## config.mk

```make
export PLATFORM = sky130hd
export DESIGN_NAME = joystick_event_translator
export DESIGN_NICKNAME = d
export VERILOG_FILES = /design/src/sv/jet_pkg.sv /design/src/sv/joystick_event_translator.sv /design/src/sv/jet_front.sv /design/src/sv/jet_queue.sv /design/src/sv/jet_back.sv
export SDC_FILE = /design/constraint.sdc
export NUM_CORES = 1
export LEC_CHECK = 0
export BUFFER_PORTS_ARGS = -buffer_cell sky130_fd_sc_hd__buf_2
export CORE_MARGIN = 1.5
export CORE_UTILIZATION = 45
export CTS_BUF_LIST = sky130_fd_sc_hd__clkbuf_8
export CTS_CLUSTER_SIZE = 25
export DETAILED_ROUTE_END_ITERATION = 10
export PLACE_DENSITY = 0.65
export SLEW_MARGIN = 25
export SYNTH_ARGS = -nofsm -noshare
export SYNTH_HDL_FRONTEND = slang
export SYNTH_SLANG_ARGS = --single-unit
```

## constraint.sdc

```tcl
create_clock -name clk -period 23.2 [get_ports clk]
set_clock_uncertainty 0.15 [all_clocks]
set_input_delay 4.64 -clock clk [delete_from_list [all_inputs] [get_ports clk]]
set_output_delay 4.64 -clock clk [all_outputs]
set_load 0.005 [all_outputs]
```

## src/sv/jet_pkg.sv

```systemverilog
// shared types, codes and tables of the joystick event translator
`default_nettype none
package jet_pkg;

	// default element counts
	localparam int BUTTON_COUNT_DEF = 16;
	localparam int HAT_COUNT_DEF    = 4;
	localparam int ANALOG_AXES_DEF  = 16;

	// axes that can drive direction keys, two keys per axis
	localparam int DIGITAL_AXES = 8;
	localparam int DIR_KEYS     = 2 * DIGITAL_AXES;

	// events one sample can cause, and the job queue depth
	localparam int JOB_EVENTS = 4;
	localparam int EV_POS_W   = $clog2(JOB_EVENTS);
	localparam int EV_CNT_W   = $clog2(JOB_EVENTS + 1);
	localparam int JOB_DEPTH  = 2;

	// sample commands
	localparam logic [1:0] CMD_BUTTON = 2'd0;
	localparam logic [1:0] CMD_HAT    = 2'd1;
	localparam logic [1:0] CMD_AXIS   = 2'd2;

	// event kinds
	localparam logic KIND_KEY    = 1'b0;
	localparam logic KIND_ANALOG = 1'b1;

	// key groups
	localparam logic [1:0] GRP_AXIS   = 2'd0;
	localparam logic [1:0] GRP_HAT    = 2'd1;
	localparam logic [1:0] GRP_BUTTON = 2'd2;

	// configuration registers
	localparam int         CFG_INDEX_W     = 1;
	localparam logic [0:0] REG_DEAD_ZONE   = 1'b0;
	localparam logic [0:0] REG_ANALOG_MODE = 1'b1;
	localparam logic [14:0] DEAD_ZONE_RESET = 15'd4915;

	// hat bitmap to keys: count, first and second direction (0 up, 1 right, 2 down, 3 left)
	localparam logic [1:0] HAT_KEY_COUNT [16] = '{
		2'd0, 2'd1, 2'd1, 2'd2, 2'd1, 2'd0, 2'd2, 2'd0,
		2'd1, 2'd2, 2'd0, 2'd0, 2'd2, 2'd0, 2'd0, 2'd0
	};
	localparam logic [1:0] HAT_DIR_FIRST [16] = '{
		2'd0, 2'd0, 2'd1, 2'd0, 2'd2, 2'd0, 2'd2, 2'd0,
		2'd3, 2'd0, 2'd0, 2'd0, 2'd2, 2'd0, 2'd0, 2'd0
	};
	localparam logic [1:0] HAT_DIR_SECOND [16] = '{
		2'd0, 2'd0, 2'd0, 2'd1, 2'd0, 2'd0, 2'd1, 2'd0,
		2'd0, 2'd3, 2'd0, 2'd0, 2'd3, 2'd0, 2'd0, 2'd0
	};

	typedef struct packed {
		logic              [1:0]  command;
		logic              [3:0]  index;
		logic signed       [15:0] sample;
	} item_t;

	typedef struct packed {
		logic                     event_kind;
		logic              [1:0]  key_group;
		logic              [3:0]  key_slot;
		logic                     pressed;
		logic              [3:0]  axis_number;
		logic signed       [15:0] axis_value;
		logic                     last;
	} result_t;

	// one event without its end marker
	typedef struct packed {
		logic                     event_kind;
		logic              [1:0]  key_group;
		logic              [3:0]  key_slot;
		logic                     pressed;
		logic              [3:0]  axis_number;
		logic signed       [15:0] axis_value;
	} ev_t;

	// all events of one sample, in order, and the position of the final one
	typedef struct packed {
		ev_t [JOB_EVENTS-1:0]  ev;
		logic [EV_POS_W-1:0]   last_pos;
	} job_t;

	typedef struct packed {
		logic full;
		logic nonempty;
	} q_status_t;

	function automatic ev_t key_ev(input logic [1:0] group, input logic [3:0] slot,
			input logic down);
		ev_t e;
		e             = '0;
		e.event_kind  = KIND_KEY;
		e.key_group   = group;
		e.key_slot    = slot;
		e.pressed     = down;
		return e;
	endfunction

	function automatic ev_t analog_ev(input logic [3:0] axis, input logic signed [15:0] value);
		ev_t e;
		e             = '0;
		e.event_kind  = KIND_ANALOG;
		e.axis_number = axis;
		e.axis_value  = value;
		return e;
	endfunction

endpackage
`default_nettype wire

```

## src/sv/joystick_event_translator.sv

```systemverilog
// top level of the joystick event translator
`default_nettype none
// Turns joystick samples (button level, hat bitmap or axis value, one element per
// sample) into key press/release events and analog axis value events. The front end
// holds the element state and the two configuration registers; it takes one sample
// every cycle while the job queue (JOB_DEPTH entries) has room, and the sample's
// state change is in effect for the very next sample. Each sample yields zero to four
// events; they pass through the job queue and the result register and leave
// it one per cycle while result_stall is low, the final one flagged by last.
// The sustained rate is one event per cycle, set by the single result register.
// Samples that cause no event never reach the queue. Configuration writes are
// always taken (cfg_ready is tied high) and are meant to happen while no events
// are pending.
module joystick_event_translator import jet_pkg::*; #(
	parameter int BUTTON_COUNT = BUTTON_COUNT_DEF,
	parameter int HAT_COUNT    = HAT_COUNT_DEF,
	parameter int ANALOG_AXES  = ANALOG_AXES_DEF
) (
	input  wire logic                   clk,
	input  wire logic                   arst_n,
	// sample channel
	input  wire logic                   item_valid,
	output      logic                   item_stall,
	input  wire item_t                  item,
	// event channel
	output      logic                   result_valid,
	input  wire logic                   result_stall,
	output      result_t                result,
	// configuration writes: index 0 dead zone, 1 analog mode
	input  wire logic                   cfg_valid,
	output      logic                   cfg_ready,
	input  wire logic [CFG_INDEX_W-1:0] cfg_index,
	input  wire logic [14:0]            cfg_data
);

	// job handoff between front and back
	logic      push;
	job_t      push_job;
	logic      pop;
	job_t      head;
	q_status_t q_status;

	// front: classify the sample, update state, build its event list
	jet_front #(
		.BUTTON_COUNT (BUTTON_COUNT),
		.HAT_COUNT    (HAT_COUNT),
		.ANALOG_AXES  (ANALOG_AXES)
	) u_front (
		.clk        (clk),
		.arst_n     (arst_n),
		.item_valid (item_valid),
		.item_stall (item_stall),
		.item       (item),
		.cfg_valid  (cfg_valid),
		.cfg_ready  (cfg_ready),
		.cfg_index  (cfg_index),
		.cfg_data   (cfg_data),
		.q_status   (q_status),
		.push       (push),
		.push_job   (push_job)
	);

	// queue lets the input keep going while events wait on a stalled output
	jet_queue #(
		.DEPTH (JOB_DEPTH)
	) u_queue (
		.clk      (clk),
		.arst_n   (arst_n),
		.push     (push),
		.push_job (push_job),
		.pop      (pop),
		.head     (head),
		.status   (q_status)
	);

	// back: one event per transfer, job popped with its final event
	jet_back u_back (
		.clk          (clk),
		.arst_n       (arst_n),
		.q_status     (q_status),
		.head         (head),
		.pop          (pop),
		.result_valid (result_valid),
		.result_stall (result_stall),
		.result       (result)
	);

endmodule
`default_nettype wire

```

## src/sv/jet_front.sv

```systemverilog
// front end: element state, configuration and event list per sample
`default_nettype none
module jet_front import jet_pkg::*; #(
	parameter int BUTTON_COUNT = BUTTON_COUNT_DEF,
	parameter int HAT_COUNT    = HAT_COUNT_DEF,
	parameter int ANALOG_AXES  = ANALOG_AXES_DEF
) (
	input  wire logic                   clk,
	input  wire logic                   arst_n,
	input  wire logic                   item_valid,
	output      logic                   item_stall,
	input  wire item_t                  item,
	input  wire logic                   cfg_valid,
	output      logic                   cfg_ready,
	input  wire logic [CFG_INDEX_W-1:0] cfg_index,
	input  wire logic [14:0]            cfg_data,
	input  wire q_status_t              q_status,
	output      logic                   push,
	output      job_t                   push_job
);

	// sample index is 4 bits, so no more than 16 buttons are reachable
	localparam int BTN_N = (BUTTON_COUNT > 16) ? 16 : BUTTON_COUNT;

	logic [14:0]         dead_zone_q;
	logic                analog_mode_q;
	logic [BTN_N-1:0]    button_q;
	logic [3:0]          hat_q    [HAT_COUNT];
	logic [DIR_KEYS-1:0] dir_held_q;
	logic [15:0]         analog_q [ANALOG_AXES];

	logic                btn_hit, btn_held, btn_down;
	logic                hat_hit;
	logic [3:0]          hat_old, hat_new;
	logic                hat_changed;
	logic                ana_hit;
	logic [15:0]         ana_old;
	logic                dig_axis;
	logic                neg_held, pos_held;
	logic signed [16:0]  s17, dz17, mag17;
	logic                want_neg, want_pos, below_dz;
	logic [15:0]         ana_val;
	ev_t                 cand   [JOB_EVENTS];
	logic [JOB_EVENTS-1:0] cand_v;
	logic [EV_CNT_W-1:0] n_ev;
	logic                accept;
	logic                both_held;

	assign cfg_ready  = 1'b1;
	assign item_stall = q_status.full;
	assign accept     = item_valid && !item_stall;

	// lookups of the addressed element
	always_comb begin
		btn_hit  = 1'b0;
		btn_held = 1'b0;
		for (int i = 0; i < BTN_N; i++) begin
			if (item.index == 4'(i)) begin
				btn_hit  = 1'b1;
				btn_held = button_q[i];
			end
		end
		hat_hit = 1'b0;
		hat_old = '0;
		for (int i = 0; i < HAT_COUNT; i++) begin
			if (item.index == 4'(i)) begin
				hat_hit = 1'b1;
				hat_old = hat_q[i];
			end
		end
		ana_hit = 1'b0;
		ana_old = '0;
		for (int i = 0; i < ANALOG_AXES; i++) begin
			if (item.index == 4'(i)) begin
				ana_hit = 1'b1;
				ana_old = analog_q[i];
			end
		end
	end

	assign btn_down    = item.sample != 16'sd0;
	assign hat_new     = item.sample[3:0];
	assign hat_changed = hat_hit && (hat_new != hat_old);
	assign dig_axis    = item.index < 4'(DIGITAL_AXES);
	assign neg_held    = dir_held_q[{item.index[2:0], 1'b0}];
	assign pos_held    = dir_held_q[{item.index[2:0], 1'b1}];

	// dead zone compares on 17 bits so that -32768 has a magnitude
	assign s17      = {item.sample[15], item.sample};
	assign dz17     = signed'({2'b00, dead_zone_q});
	assign mag17    = item.sample[15] ? -s17 : s17;
	assign below_dz = mag17 < dz17;
	assign want_neg = s17 < -dz17;
	assign want_pos = s17 > dz17;
	assign ana_val  = below_dz ? 16'd0 : item.sample;

	// candidate events in output order
	always_comb begin
		for (int c = 0; c < JOB_EVENTS; c++) begin
			cand[c] = '0;
		end
		cand_v = '0;
		case (item.command)
			CMD_BUTTON: begin
				cand[0]   = key_ev(GRP_BUTTON, item.index, btn_down);
				cand_v[0] = btn_hit && (btn_down != btn_held);
			end
			CMD_HAT: begin
				// release old direction keys, then press new ones
				cand[0]   = key_ev(GRP_HAT, {item.index[1:0], HAT_DIR_FIRST[hat_old]}, 1'b0);
				cand[1]   = key_ev(GRP_HAT, {item.index[1:0], HAT_DIR_SECOND[hat_old]}, 1'b0);
				cand[2]   = key_ev(GRP_HAT, {item.index[1:0], HAT_DIR_FIRST[hat_new]}, 1'b1);
				cand[3]   = key_ev(GRP_HAT, {item.index[1:0], HAT_DIR_SECOND[hat_new]}, 1'b1);
				cand_v[0] = hat_changed && (HAT_KEY_COUNT[hat_old] != 2'd0);
				cand_v[1] = hat_changed && (HAT_KEY_COUNT[hat_old] == 2'd2);
				cand_v[2] = hat_changed && (HAT_KEY_COUNT[hat_new] != 2'd0);
				cand_v[3] = hat_changed && (HAT_KEY_COUNT[hat_new] == 2'd2);
			end
			CMD_AXIS: begin
				if (analog_mode_q) begin
					// drop held direction keys, then report a changed value
					cand[0]   = key_ev(GRP_AXIS, {item.index[2:0], 1'b0}, 1'b0);
					cand[1]   = key_ev(GRP_AXIS, {item.index[2:0], 1'b1}, 1'b0);
					cand[2]   = analog_ev(item.index, ana_val);
					cand_v[0] = dig_axis && neg_held;
					cand_v[1] = dig_axis && pos_held;
					cand_v[2] = ana_hit && (ana_val != ana_old);
				end else begin
					cand[0]   = key_ev(GRP_AXIS, {item.index[2:0], 1'b0}, want_neg);
					cand[1]   = key_ev(GRP_AXIS, {item.index[2:0], 1'b1}, want_pos);
					cand_v[0] = dig_axis && (want_neg != neg_held);
					cand_v[1] = dig_axis && (want_pos != pos_held);
				end
			end
			default: begin
				cand_v = '0;
			end
		endcase
	end

	// pack the valid candidates to the front of the job
	always_comb begin
		push_job = '0;
		n_ev     = '0;
		for (int c = 0; c < JOB_EVENTS; c++) begin
			if (cand_v[c]) begin
				push_job.ev[n_ev[EV_POS_W-1:0]] = cand[c];
				n_ev = n_ev + EV_CNT_W'(1);
			end
		end
		push_job.last_pos = EV_POS_W'(n_ev - EV_CNT_W'(1));
	end

	assign push = accept && (n_ev != '0);

	always_ff @(posedge clk or negedge arst_n) begin
		if (!arst_n) begin
			dead_zone_q   <= DEAD_ZONE_RESET;
			analog_mode_q <= 1'b0;
		end else if (cfg_valid && cfg_ready) begin
			case (cfg_index)
				REG_DEAD_ZONE:   dead_zone_q   <= cfg_data;
				REG_ANALOG_MODE: analog_mode_q <= cfg_data[0];
				default: begin
				end
			endcase
		end
	end

	always_ff @(posedge clk or negedge arst_n) begin
		if (!arst_n) begin
			button_q   <= '0;
			dir_held_q <= '0;
			for (int i = 0; i < HAT_COUNT; i++) begin
				hat_q[i] <= '0;
			end
			for (int i = 0; i < ANALOG_AXES; i++) begin
				analog_q[i] <= '0;
			end
		end else if (accept) begin
			case (item.command)
				CMD_BUTTON: begin
					for (int i = 0; i < BTN_N; i++) begin
						if (item.index == 4'(i)) button_q[i] <= btn_down;
					end
				end
				CMD_HAT: begin
					for (int i = 0; i < HAT_COUNT; i++) begin
						if (item.index == 4'(i)) hat_q[i] <= hat_new;
					end
				end
				CMD_AXIS: begin
					if (analog_mode_q) begin
						if (dig_axis) begin
							dir_held_q[{item.index[2:0], 1'b0}] <= 1'b0;
							dir_held_q[{item.index[2:0], 1'b1}] <= 1'b0;
						end
						for (int i = 0; i < ANALOG_AXES; i++) begin
							if (item.index == 4'(i)) analog_q[i] <= ana_val;
						end
					end else if (dig_axis) begin
						dir_held_q[{item.index[2:0], 1'b0}] <= want_neg;
						dir_held_q[{item.index[2:0], 1'b1}] <= want_pos;
					end
				end
				default: begin
				end
			endcase
		end
	end

	always_comb begin
		both_held = 1'b0;
		for (int a = 0; a < DIGITAL_AXES; a++) begin
			both_held = both_held | (dir_held_q[2*a] & dir_held_q[2*a+1]);
		end
	end

	a_no_axis_both_ways: assert property (@(posedge clk) disable iff (!arst_n)
		!both_held)
		else $error("axis holds both direction keys");

endmodule
`default_nettype wire

```

## src/sv/jet_queue.sv

```systemverilog
// short job queue between front and back end
`default_nettype none
module jet_queue import jet_pkg::*; #(
	parameter int DEPTH = JOB_DEPTH
) (
	input  wire logic      clk,
	input  wire logic      arst_n,
	input  wire logic      push,
	input  wire job_t      push_job,
	input  wire logic      pop,
	output      job_t      head,
	output      q_status_t status
);

	localparam int PTR_W = (DEPTH > 1) ? $clog2(DEPTH) : 1;
	localparam int CNT_W = $clog2(DEPTH + 1);

	job_t             mem_q [DEPTH];
	logic [PTR_W-1:0] wr_ptr_q, rd_ptr_q;
	logic [CNT_W-1:0] count_q;

	assign status.full     = count_q == CNT_W'(DEPTH);
	assign status.nonempty = count_q != '0;
	assign head            = mem_q[rd_ptr_q];

	always_ff @(posedge clk) begin
		if (push) mem_q[wr_ptr_q] <= push_job;
	end

	always_ff @(posedge clk or negedge arst_n) begin
		if (!arst_n) begin
			wr_ptr_q <= '0;
			rd_ptr_q <= '0;
			count_q  <= '0;
		end else begin
			if (push) begin
				wr_ptr_q <= (wr_ptr_q == PTR_W'(DEPTH - 1)) ? '0 : wr_ptr_q + PTR_W'(1);
			end
			if (pop) begin
				rd_ptr_q <= (rd_ptr_q == PTR_W'(DEPTH - 1)) ? '0 : rd_ptr_q + PTR_W'(1);
			end
			if (push && !pop) begin
				count_q <= count_q + CNT_W'(1);
			end else if (pop && !push) begin
				count_q <= count_q - CNT_W'(1);
			end
		end
	end

	a_no_push_full: assert property (@(posedge clk) disable iff (!arst_n)
		!(push && status.full))
		else $error("job written into full queue");

	a_no_pop_empty: assert property (@(posedge clk) disable iff (!arst_n)
		!(pop && !status.nonempty))
		else $error("job taken from empty queue");

endmodule
`default_nettype wire

```

## src/sv/jet_back.sv

```systemverilog
// back end: steps through a job and drives the result register
`default_nettype none
module jet_back import jet_pkg::*; (
	input  wire logic      clk,
	input  wire logic      arst_n,
	input  wire q_status_t q_status,
	input  wire job_t      head,
	output      logic      pop,
	output      logic      result_valid,
	input  wire logic      result_stall,
	output      result_t   result
);

	logic [EV_POS_W-1:0] pos_q;
	logic                result_valid_q;
	result_t             result_q;
	logic                load;
	logic                is_last;
	ev_t                 cur;

	assign load    = q_status.nonempty && (!result_valid_q || !result_stall);
	assign cur     = head.ev[pos_q];
	assign is_last = pos_q == head.last_pos;
	assign pop     = load && is_last;

	assign result_valid = result_valid_q;
	assign result       = result_q;

	always_ff @(posedge clk) begin
		if (load) begin
			result_q.event_kind  <= cur.event_kind;
			result_q.key_group   <= cur.key_group;
			result_q.key_slot    <= cur.key_slot;
			result_q.pressed     <= cur.pressed;
			result_q.axis_number <= cur.axis_number;
			result_q.axis_value  <= cur.axis_value;
			result_q.last        <= is_last;
		end
	end

	always_ff @(posedge clk or negedge arst_n) begin
		if (!arst_n) begin
			pos_q          <= '0;
			result_valid_q <= 1'b0;
		end else begin
			if (load) begin
				result_valid_q <= 1'b1;
				pos_q          <= is_last ? '0 : pos_q + EV_POS_W'(1);
			end else if (!result_stall) begin
				result_valid_q <= 1'b0;
			end
		end
	end

	a_pos_in_job: assert property (@(posedge clk) disable iff (!arst_n)
		q_status.nonempty |-> pos_q <= head.last_pos)
		else $error("event position beyond end of job");

	a_pos_idle_zero: assert property (@(posedge clk) disable iff (!arst_n)
		!q_status.nonempty |-> pos_q == '0)
		else $error("event position left over with no job");

endmodule
`default_nettype wire

```

=== Word level (Yosys, flattened, before mapping) ===
Memory sizes are Yosys's and may differ from the RTL's.
Index checks and enable logic that the tools add are counted.

* Bits of input ports: 43
* Memory bits (read-only): 192
* Bits in latches: 0
* Flip-flop bits (word level): 356
* Memories kept: 7
* Memory bits (writable): 228

{| class="wikitable"
|+ Memories
! name !! depth !! bits a word !! read ports !! clocked after memory_dff !! wr ports !! line !! source
|-
| u_queue.mem_q || 2 || 114 || 1 || 0 || 1 || jet_queue.sv:18 || <nowiki>job_t mem_q [DEPTH];</nowiki>
|-
| (no name shown) || 16 || 2 || 1 || 0 || 0 || jet_front.sv:110 || <nowiki>cand[0] = key_ev(GRP_HAT, {item.index[1:0], HAT_DIR_FIRST[hat_old]}, 1'b0);</nowiki>
|-
| (no name shown) || 16 || 2 || 1 || 0 || 0 || jet_front.sv:111 || <nowiki>cand[1] = key_ev(GRP_HAT, {item.index[1:0], HAT_DIR_SECOND[hat_old]}, 1'b0);</nowiki>
|-
| (no name shown) || 16 || 2 || 1 || 0 || 0 || jet_front.sv:112 || <nowiki>cand[2] = key_ev(GRP_HAT, {item.index[1:0], HAT_DIR_FIRST[hat_new]}, 1'b1);</nowiki>
|-
| (no name shown) || 16 || 2 || 1 || 0 || 0 || jet_front.sv:115 || <nowiki>cand_v[1] = hat_changed && (HAT_KEY_COUNT[hat_old] == 2'd2);</nowiki>
|-
| (no name shown) || 16 || 2 || 1 || 0 || 0 || jet_front.sv:113 || <nowiki>cand[3] = key_ev(GRP_HAT, {item.index[1:0], HAT_DIR_SECOND[hat_new]}, 1'b1);</nowiki>
|-
| 1 more memories || -- || -- || -- || -- || -- || -- ||
|}

* Equality and inequality tests: 27
* Order comparisons: 17
* Bitwise operators: 7
* Shift operators: 0
* Add/subtract/negate cells: 11
* Multiply operators: 0
* Div/mod/pow operators: 0
* Mux-type cells: 117
* Reductions and logical operators: 75

{| class="wikitable"
|+ Operator list
! kind !! number
|-
| bitwise mux 112 bit || 3
|-
| two-way mux 112 bit || 3
|-
| two-way mux 16 bit || 20
|-
| demux 28 bit (select 2 bit) || 3
|-
| two-way mux 28 bit || 6
|-
| case mux 56 bit (2 select lines) || 1
|-
| case mux 27 bit (3 select lines) || 1
|-
| AND reduction 4 bit || 16
|-
| AND reduction 3 bit || 21
|-
| binary-select mux 28 bit (select 2 bit) || 1
|-
| two-way mux 49 bit || 1
|-
| two-way mux 1 bit || 45
|-
| bitwise AND 16 bit || 2
|-
| bitwise mux 16 bit || 2
|-
| equality test 4 bit (second input constant) || 8
|-
| two-way mux 2 bit || 16
|-
| two-way mux 26 bit || 1
|-
| logical AND 1 bit || 22
|-
| < comparator 16 x 17 -> 1 bit || 1
|-
| < comparator 17 x 16 -> 1 bit || 1
|-
| two-way mux 17 bit || 1
|-
| negation 15 -> 17 bit || 1
|-
| negation 16 -> 17 bit || 1
|-
| equality test 4 x 3 -> 1 bit (second input constant) || 4
|-
| 41 further kinds || 73
|}

=== Longest topological paths before layout ===
Gate-level depths: netlist (run 1).

* Depth after elaboration: 33
* Gate-level depth with buffers: 29
* Depth with buffers taken out: 27

=== Hierarchy ===
Synthesis (run 1) repeated with hierarchy kept, for this count alone.

* Cell total of the unflattened synthesis: 2,592
* Area, all modules: 29,021.6 um2

{| class="wikitable"
|+ Modules (own cells, without submodules)
! module !! times used !! cells an instance !! seq. area each (um2) !! area each (um2)
|-
| jet_front || 1 || 2,141 || 8,016.4 || 18,656.6
|-
| jet_queue || 1 || 371 || 6,946.7 || 8,615.8
|-
| jet_back || 1 || 80 || 945.9 || 1,749.2
|}

=== Least setup slack after synthesis (run 1) ===
Ideal clock, no wire load.

* Kind: input to register
* Start: in item[2] (netlist bit)
* End: mem u_queue.mem_q[0][0] (netlist bit) (enable)
* Slack: 7.164 ns
* Setup time: 0.642 ns
* Required time: 22.408 ns
* Arrival: 15.244 ns
* Path buffers: 1
* Cell stages on the path: 21
* Path through: buf_2 -> or4_4 -> or4_1 -> or3_1 -> nand2_1 -> xnor2_1 -> ha_1 -> a21oi_1 -> and4_4 -> a31oi_4 -> o21a_1 -> or3b_2 -> o211a_1 -> nor4b_2 -> a21oi_4 -> xnor2_2 -> inv_1 -> ha_1 -> nand2_1 -> nand4_1 -> a31oi_1

* Longest elaborated chain between the ends: 16
* Elaborated cells on any way between the ends: 43
* Classes of those cells: 4 x add/sub; 3 x order compare; 6 x eq/ne; 15 x mux; 1 x bitwise; 13 x reduce/logical; 1 x memory

{| class="wikitable"
|+ RTL lines
! what !! line !! source
|-
| from (decl) || joystick_event_translator.sv:24 || <nowiki>input wire item_t item,</nowiki>
|-
| parallel branches: the longest is 11 deep, another holds negation 16 -> 17 bit || -- ||
|-
| two-way mux 3 bit * || jet_front.sv:146 || <nowiki>if (cand_v[c]) begin</nowiki>
|-
| nonzero test 3 bit * || jet_front.sv:154 || <nowiki>assign push = accept && (n_ev != '0);</nowiki>
|-
| logical AND 1 bit * || jet_front.sv:154 ||
|-
| two-way mux 1 bit * || jet_queue.sv:27 || <nowiki>if (push) mem_q[wr_ptr_q] <= push_job;</nowiki>
|-
| two-way mux 1 bit (not written as such) * || jet_queue.sv:27 ||
|-
| to (decl) || jet_queue.sv:18 ||
|}

Mark *: on every way between the ends. The select of a mux whose other input is x is not followed.

=== Worst setup path after layout (run 1) ===
* Start: in item[0] (netlist bit)
* End: mem u_queue.mem_q[0][63] (netlist bit) (enable)

The elaborated chain is that of the path after synthesis.

==> results.toml, run 1 <==
[run_status]
status = "finished clean"

[floorplanning]
coreArea_um2 = 61480
pin_count = 75
chipHeight_um = 251.8
rows = 91
fp.dieW_um = 251.8
die_area_um2 = 63410
initial_utilization_pct = 45.31

[synthesis]
postSynthAreaPerCell_um2 = 10.82
async_flop_share_pct = 56.97
synth_flop_cell = "dfrtp_1"
ys_ff_latch = 574
netlist_area_um2 = 27860
synth_nets = 2687
yosysWarnings = 0
synth_top_area_share_pct = 28.74
synth.yosys.seq_area_share_pct = 56.03
synth_edf_count = 247
yosysTopAreaCell = "dfrtp_1"
synthDistinctLibCells = 92
synth_cells = 2574
synth.area.top_cells = "dfrtp_1, edfxtp_1, nand2_1, o21ai_0, mux4_2"

[clock_tree]
clock-root-buffer = "clkbuf_8"
htreeDepth = 3
postCtsHoldBufs = 0
cts-buffers-inserted = 96
clockBufferDepth = 3
postCtsResizedCells = 0
cts_sinks = 574
clkTransAtPathRegs_ps = 60
insertion_delay_ps = 720
postCtsSetupRepairBufs = 0
cts_tree = "done"

[place]
place_ws_ps = 9857
gp_congestion = 0.9205
port_buffers = 73
hpwl_um = 51920
place_area_um2 = 28900

[grt]
grt_pass1_vias = 20910
met1_usage_pct = 33.81
grt_pass1_wl_um = 123500
grt.total_usage_pct = 25.40
grt-busiest-layer = "met2"
antenna_found_initial = 2
grt_max_degree = 100
use_met2_pct = 40.73
grtUsageMet3_pct = 5.385
grt_overflow_total = 0

[sta]
finalHoldViolCount = 0
hold-worst-slack_ps = 325.7
fmax_mhz = 80.79
setup_violations = 0
rsz0062_at_grt = "false"
worst_slew_pin_slew_ps = 1058
fin_tns_setup_ps = 0
final-max-slew-violation-count = 0
slew_headroom_pct = 29.49
period_minus_slack_ps = 12380
worst_slack_ps = 10820
post-route-period-util_pct = 53.35

[job]
max_cap_viol_count = 0

[worst_hold_path]
hold_class = "reg2reg"
hold_start = "u_front.analog_q[218]"

[worst_setup_path]
start_kind = "primary input"
cp.depth = 27
max_stage_delay_ps = 700
crit_family = "simple AND/OR/NAND/NOR gates"
path_max_fanout = 62
rrSetupSlack_ps = 14660
cp-end-kind = "flip-flop"
worstPathRequired_ps = 23390
crit_type = "in2reg"
reg2reg_depth = 26
startpoint = "item[0]"
timing.rr.end = "u_queue.mem_q[0][63]"
cp.arrival_ps = 12570
slowest_stage = "buf_4"
crit_end = "u_queue.mem_q[0][63]"
crit_path_frequent_cell = "buf_4"
cp.buffers_inverters = 8
rr_startpoint = "u_front.dead_zone_q[3]"

[routing]
wire_per_inst_um = 23.01
route.detailed.drc = 0
routed_wl_um = 79830
drt_pre_antenna_iters = 6
ant_nets = 0
dr_total_vias = 20890
drt_iter0_markers = 1941
via_per_inst = 6.021

[finish]
final_util_pct = 50.19
nNetsFinal = 2717
area_delta_synth_final_pct = 10.77
final_layout_size_suffix_gt1_share_pct = 14.45
nFillCells = 5541
fin_area_um2 = 30860

[power]
leakage_uw = 0.01232
powerDensity_nw_per_um2 = 87.75
ir_drop_v = 0.00006138
==> sequential cells by signal, summed over array words and instances (netlist names) <==
register / count
u_front.analog_q: 256
u_queue.mem_q: 218
u_back.result: 29
u_front.button_q: 16
u_front.dir_held_q: 16
u_front.hat_q: 16
u_front.dead_zone_q: 15
u_back.pos_q: 2
u_queue.count_q: 2
u_back.result_valid: 1
u_front.analog_mode_q: 1
u_queue.rd_ptr_q: 1
u_queue.wr_ptr_q: 1
==> worst register-to-register path, cell delays in order, from the launching register on <==
cell and delay [ps]:
dfrtp_1 370, inv_1 230, nand4_1 220, nor4_1 380, and2_1 220, nand2_1 120
nor4_1 300, xnor2_1 150, ha_1 310, and4_1 230, o2111ai_1 140, a31o_2 240
nand3_1 70, mux2_2 480, or3_1 430, a31oi_2 490, inv_1 240, ha_1 530
xnor2_2 340, inv_1 110, ha_1 190, nand2_1 250, nand4_1 140, buf_4 280
a31oi_4 180, buf_4 700, buf_4 680
==> worst min path at each step <==
stage | endpoint | slack [ps] | cells past startpoint
global placement | u_front.analog_q[101] | 310 | 2
floorplan | u_front.analog_q[124] | 290 | 2
global route | u_front.analog_q[188] | 350 | 2
finish | u_front.analog_q[218] | 330 | 2
CTS | u_front.analog_q[172] | 330 | 2
detailed placement | u_front.analog_q[172] | 310 | 2
==> cell usage after synthesis (8+ instances only) <==
master     number
a211oi_1       12
a21o_1         16
a21oi_1        64
a221oi_1        8
a22o_1         21
a22oi_1        17
a31oi_1        30
and2_1          8
buf_1          17
buf_2          23
clkbuf_1      142
dfrtp_1       320
edfxtp_1      247
ha_1           70
inv_1          44
mux2_2         22
mux2i_1        42
mux4_2         64
nand2_1       499
nand2b_1       17
nand3_1        49
nand3b_1       16
nand4_1        13
nor2_1        130
nor2b_1        36
nor3_1         24
nor3b_1         8
nor4_1          9
o21a_1         10
o21ai_0       350
o221ai_1        8
o22ai_1        20
o2bb2ai_1       8
or3_1           9
xnor2_1        37
xor2_1          8
==> stage by stage <==
stage / std cells / total power [uW]
5_1_grt: 3469 / 2840
3_5_place_dp: 3295 / 1836
6_report: 3470 / 2708
4_1_cts: 3468 / 2723
2_1_floorplan: 2574 / 1646
3_3_place_gp: 3294 / 1820
==> layer usage <==
layer	share of wire [%]	up-vias
li1	-	9398
met1	41	10420
met2	47	872
met3	7.8	202
met4	3.6	2
met5	0.014	-
==> cell families (layout without fill, tap and decap cells) <==
logic type,Yosys count,count (layout),synth area share (%)
muxes,129,129,7.613
adders and majority gates,70,70,3.144
AOI/OAI and AO/OA,652,652,14.33
buffers and inverters,232,337,3.297
DFF,574,574,56.03
other,1,2,0.01346
xor gates and xnor gates,46,46,1.473
and+or+nand+nor,870,870,14.10
==> power by group <==
group	internal, uW	total [uW]	switching [uW]	leakage (uW)
sequential	1190	1240	52.1	0.00672
combinational	225	575	350	0.00448
clock	464	891	426	0.00112
==> placed cells by master (no fill, tap or decap), types with 20 or more instances in the layout <==
cell type and n:
a21oi_1 63, a22o_1 21, a31oi_1 27, buf_2 70, buf_4 40, clkbuf_8 115
dfrtp_1 318, edfxtp_1 247, ha_1 70, inv_1 79, mux2_2 22, mux2i_1 42
mux4_2 64, nand2_1 496, nand3_1 47, nor2_1 129, nor2b_1 34, nor3_1 23
o21ai_0 350, o22ai_1 20, xnor2_1 37
==> cell type report <==
cell class	count	area [um2]	area share (%)
multi-input combinational	1768	11430	37.03
clock inverter	58	331.6	1.074
timing repair buffer	117	737.0	2.388
sequential	574	15610	50.60
tap	790	988.4	3.203
clock buffer	115	1583	5.129
antenna	1	2.502	0.008109
inverter	47	176.4	0.5717
Note: power is estimated with default switching activity, not from simulation.
==> run 2, diff against run 1 <==
Settings changed: PLACE_DENSITY 0.65 to 0.67.
Clock period 23.2 ns to 10.77 ns, I/O delays scaled along.
==> run 2 against run 1 <==
Effect of this change: sequential power up 120%; critical endpoint is now u_queue.mem_q[0][42]; clock power up 120%; flip-flop and latch count unchanged; wire length down 2.7%; setup slack worse by 9500 ps; design area up 0.22%.
==> results.toml, run 2 (synthesis results as in run 1) <==
[run_status]
status = "finished clean"

[finish]
mostFrequentLayoutCell = "nand2_1"
area_delta_synth_final_pct = 11.02
final_layout_size_suffix_gt1_share_pct = 14.25
final_util_pct = 50.30
final_cell_mix = "nand2_1, o21ai_0, dfrtp_1, edfxtp_1, nor2_1"
multi_input_area_um2 = 11400
nNetsFinal = 2723
regMostFlops = "u_front.analog_q"
regArea_um2 = 15610
nFillCells = 5427
largest_reg_flops = 256

[power]
ir_drop_v = 0.0001077
power.total_uw = 5832
powerDensity_nw_per_um2 = 188.6
leakage_uw = 0.01233

[grt]
antenna_found_initial = 4
grt_pass1_vias = 20740
grt.total_usage_pct = 24.73
grt_max_degree = 145
grt_overflow_total = 0
grt_pass1_wl_um = 120900

[clock_tree]
cts-buffers-inserted = 92
clkTransAtPathRegs_ps = 60
cts_tree = "done"
postCtsResizedCells = 0
insertion_delay_ps = 720
htreeDepth = 3
clock-root-buffer = "clkbuf_8"
postCtsSetupRepairBufs = 0
cts_sinks = 574
clockBufferDepth = 3
postCtsHoldBufs = 0

[worst_setup_path]
timing.rr.end = "u_queue.mem_q[0][42]"
cp.arrival_ps = 9580
crit_type = "in2reg"
reg2reg_depth = 26
path_max_fanout = 94
cp-end-kind = "flip-flop"
rrSetupSlack_ps = 3100
worstPathRequired_ps = 10950
crit_end = "u_queue.mem_q[0][42]"
start_kind = "primary input"
rr_startpoint = "u_front.dead_zone_q[3]"
startpoint = "item[0]"

[routing]
drt_iter0_markers = 1886
via_per_inst = 5.938
ant_nets = 0
routed_wl_um = 77690
dr_total_vias = 20620
wire_per_inst_um = 22.38
route.detailed.drc = 0
drt_pre_antenna_iters = 6

[sta]
finalHoldViolCount = 0
post-route-period-util_pct = 87.26
worst_slew_pin_slew_ps = 1091
hold-worst-slack_ps = 323.2
final-max-slew-violation-count = 0
setup_violations = 0
fmax_mhz = 106.4
rsz0062_at_grt = "false"
period_minus_slack_ps = 9398
slew_headroom_pct = 27.01
worst_slack_ps = 1372

[floorplanning]
die_area_um2 = 63410
pin_count = 75
coreArea_um2 = 61480
chipHeight_um = 251.8
rows = 91
fp.dieW_um = 251.8
initial_utilization_pct = 45.31

[place]
place_ws_ps = 769.1
hpwl_um = 51150
port_buffers = 73
gp_congestion = 0.9011

[worst_hold_path]
hold_class = "reg2reg"

[job]
max_cap_viol_count = 0
-- run 2: worst max-delay path: stages --
cell and delay (ps):
buf_2 180, clkinv_1 210, ha_1 330, inv_1 90, or4_1 600, o31ai_1 270, xnor2_1 110, ha_1 300
and4_1 250, nand3_1 90, a211o_1 310, a31oi_4 560, buf_4 400, nand3_1 100, or3_1 320, o211a_1 130
nor4b_2 420, a21oi_4 260, xnor2_2 310, inv_1 110, ha_1 190, nand2_1 250, nand4_1 140, buf_4 270
a31oi_4 590, buf_12 460
-- run 2: how the worst min path moves through the flow --
stage / from / to / cells after the start
6_report: u_front.analog_q[68] / u_front.analog_q[68] / 2
3_3_place_gp: u_front.analog_q[101] / u_front.analog_q[101] / 2
3_5_place_dp: u_front.analog_q[62] / u_front.analog_q[62] / 2
4_1_cts: u_front.analog_q[101] / u_front.analog_q[101] / 2
2_1_floorplan: u_front.analog_q[124] / u_front.analog_q[124] / 2
5_1_grt: u_front.analog_q[32] / u_front.analog_q[32] / 2
-- run 2: through the flow --
step | instances | TNS [ps] | area (um2)
2_1_floorplan | 2574 | -31160 | 27870
3_3_place_gp | 3305 | 0 | 29000
3_5_place_dp | 3305 | 0 | 29010
4_1_cts | 3469 | 0 | 30880
5_1_grt | 3470 | 0 | 30920
6_report | 3472 | 0 | 30930
-- run 2: cell type report --
| class | instances | share of cell area (%) |
|---|---|---|
| tap | 790 | 3.196 |
| timing repair buffer | 127 | 2.820 |
| multi-input combinational | 1768 | 36.87 |
| sequential | 574 | 50.48 |
| clock inverter | 65 | 1.638 |
| clock buffer | 99 | 4.406 |
| inverter | 47 | 0.5704 |
| antenna | 2 | 0.01618 |
-- run 2: report_power, final --
| group | total (uW) | leakage (uW) | switching, uW | internal [uW] |
|---|---|---|---|---|
| Sequential | 2680 | 0.00672 | 116 | 2560 |
| Combinational | 1230 | 0.00454 | 740 | 493 |
| Clock | 1920 | 0.00107 | 895 | 1020 |
| Total | 5830 | 0.0123 | 1750 | 4080 |
-- run 2: layer usage --
| layer | share of wire [%] | global-route usage [%] | wire, um |
|---|---|---|---|
| met5 | 0.059 | 0 | 46 |
| met4 | 3.4 | 10.01 | 2610 |
| met3 | 8.1 | 6.200 | 6258 |
| met2 | 47 | 39.40 | 36540 |
| met1 | 41 | 32.40 | 32240 |
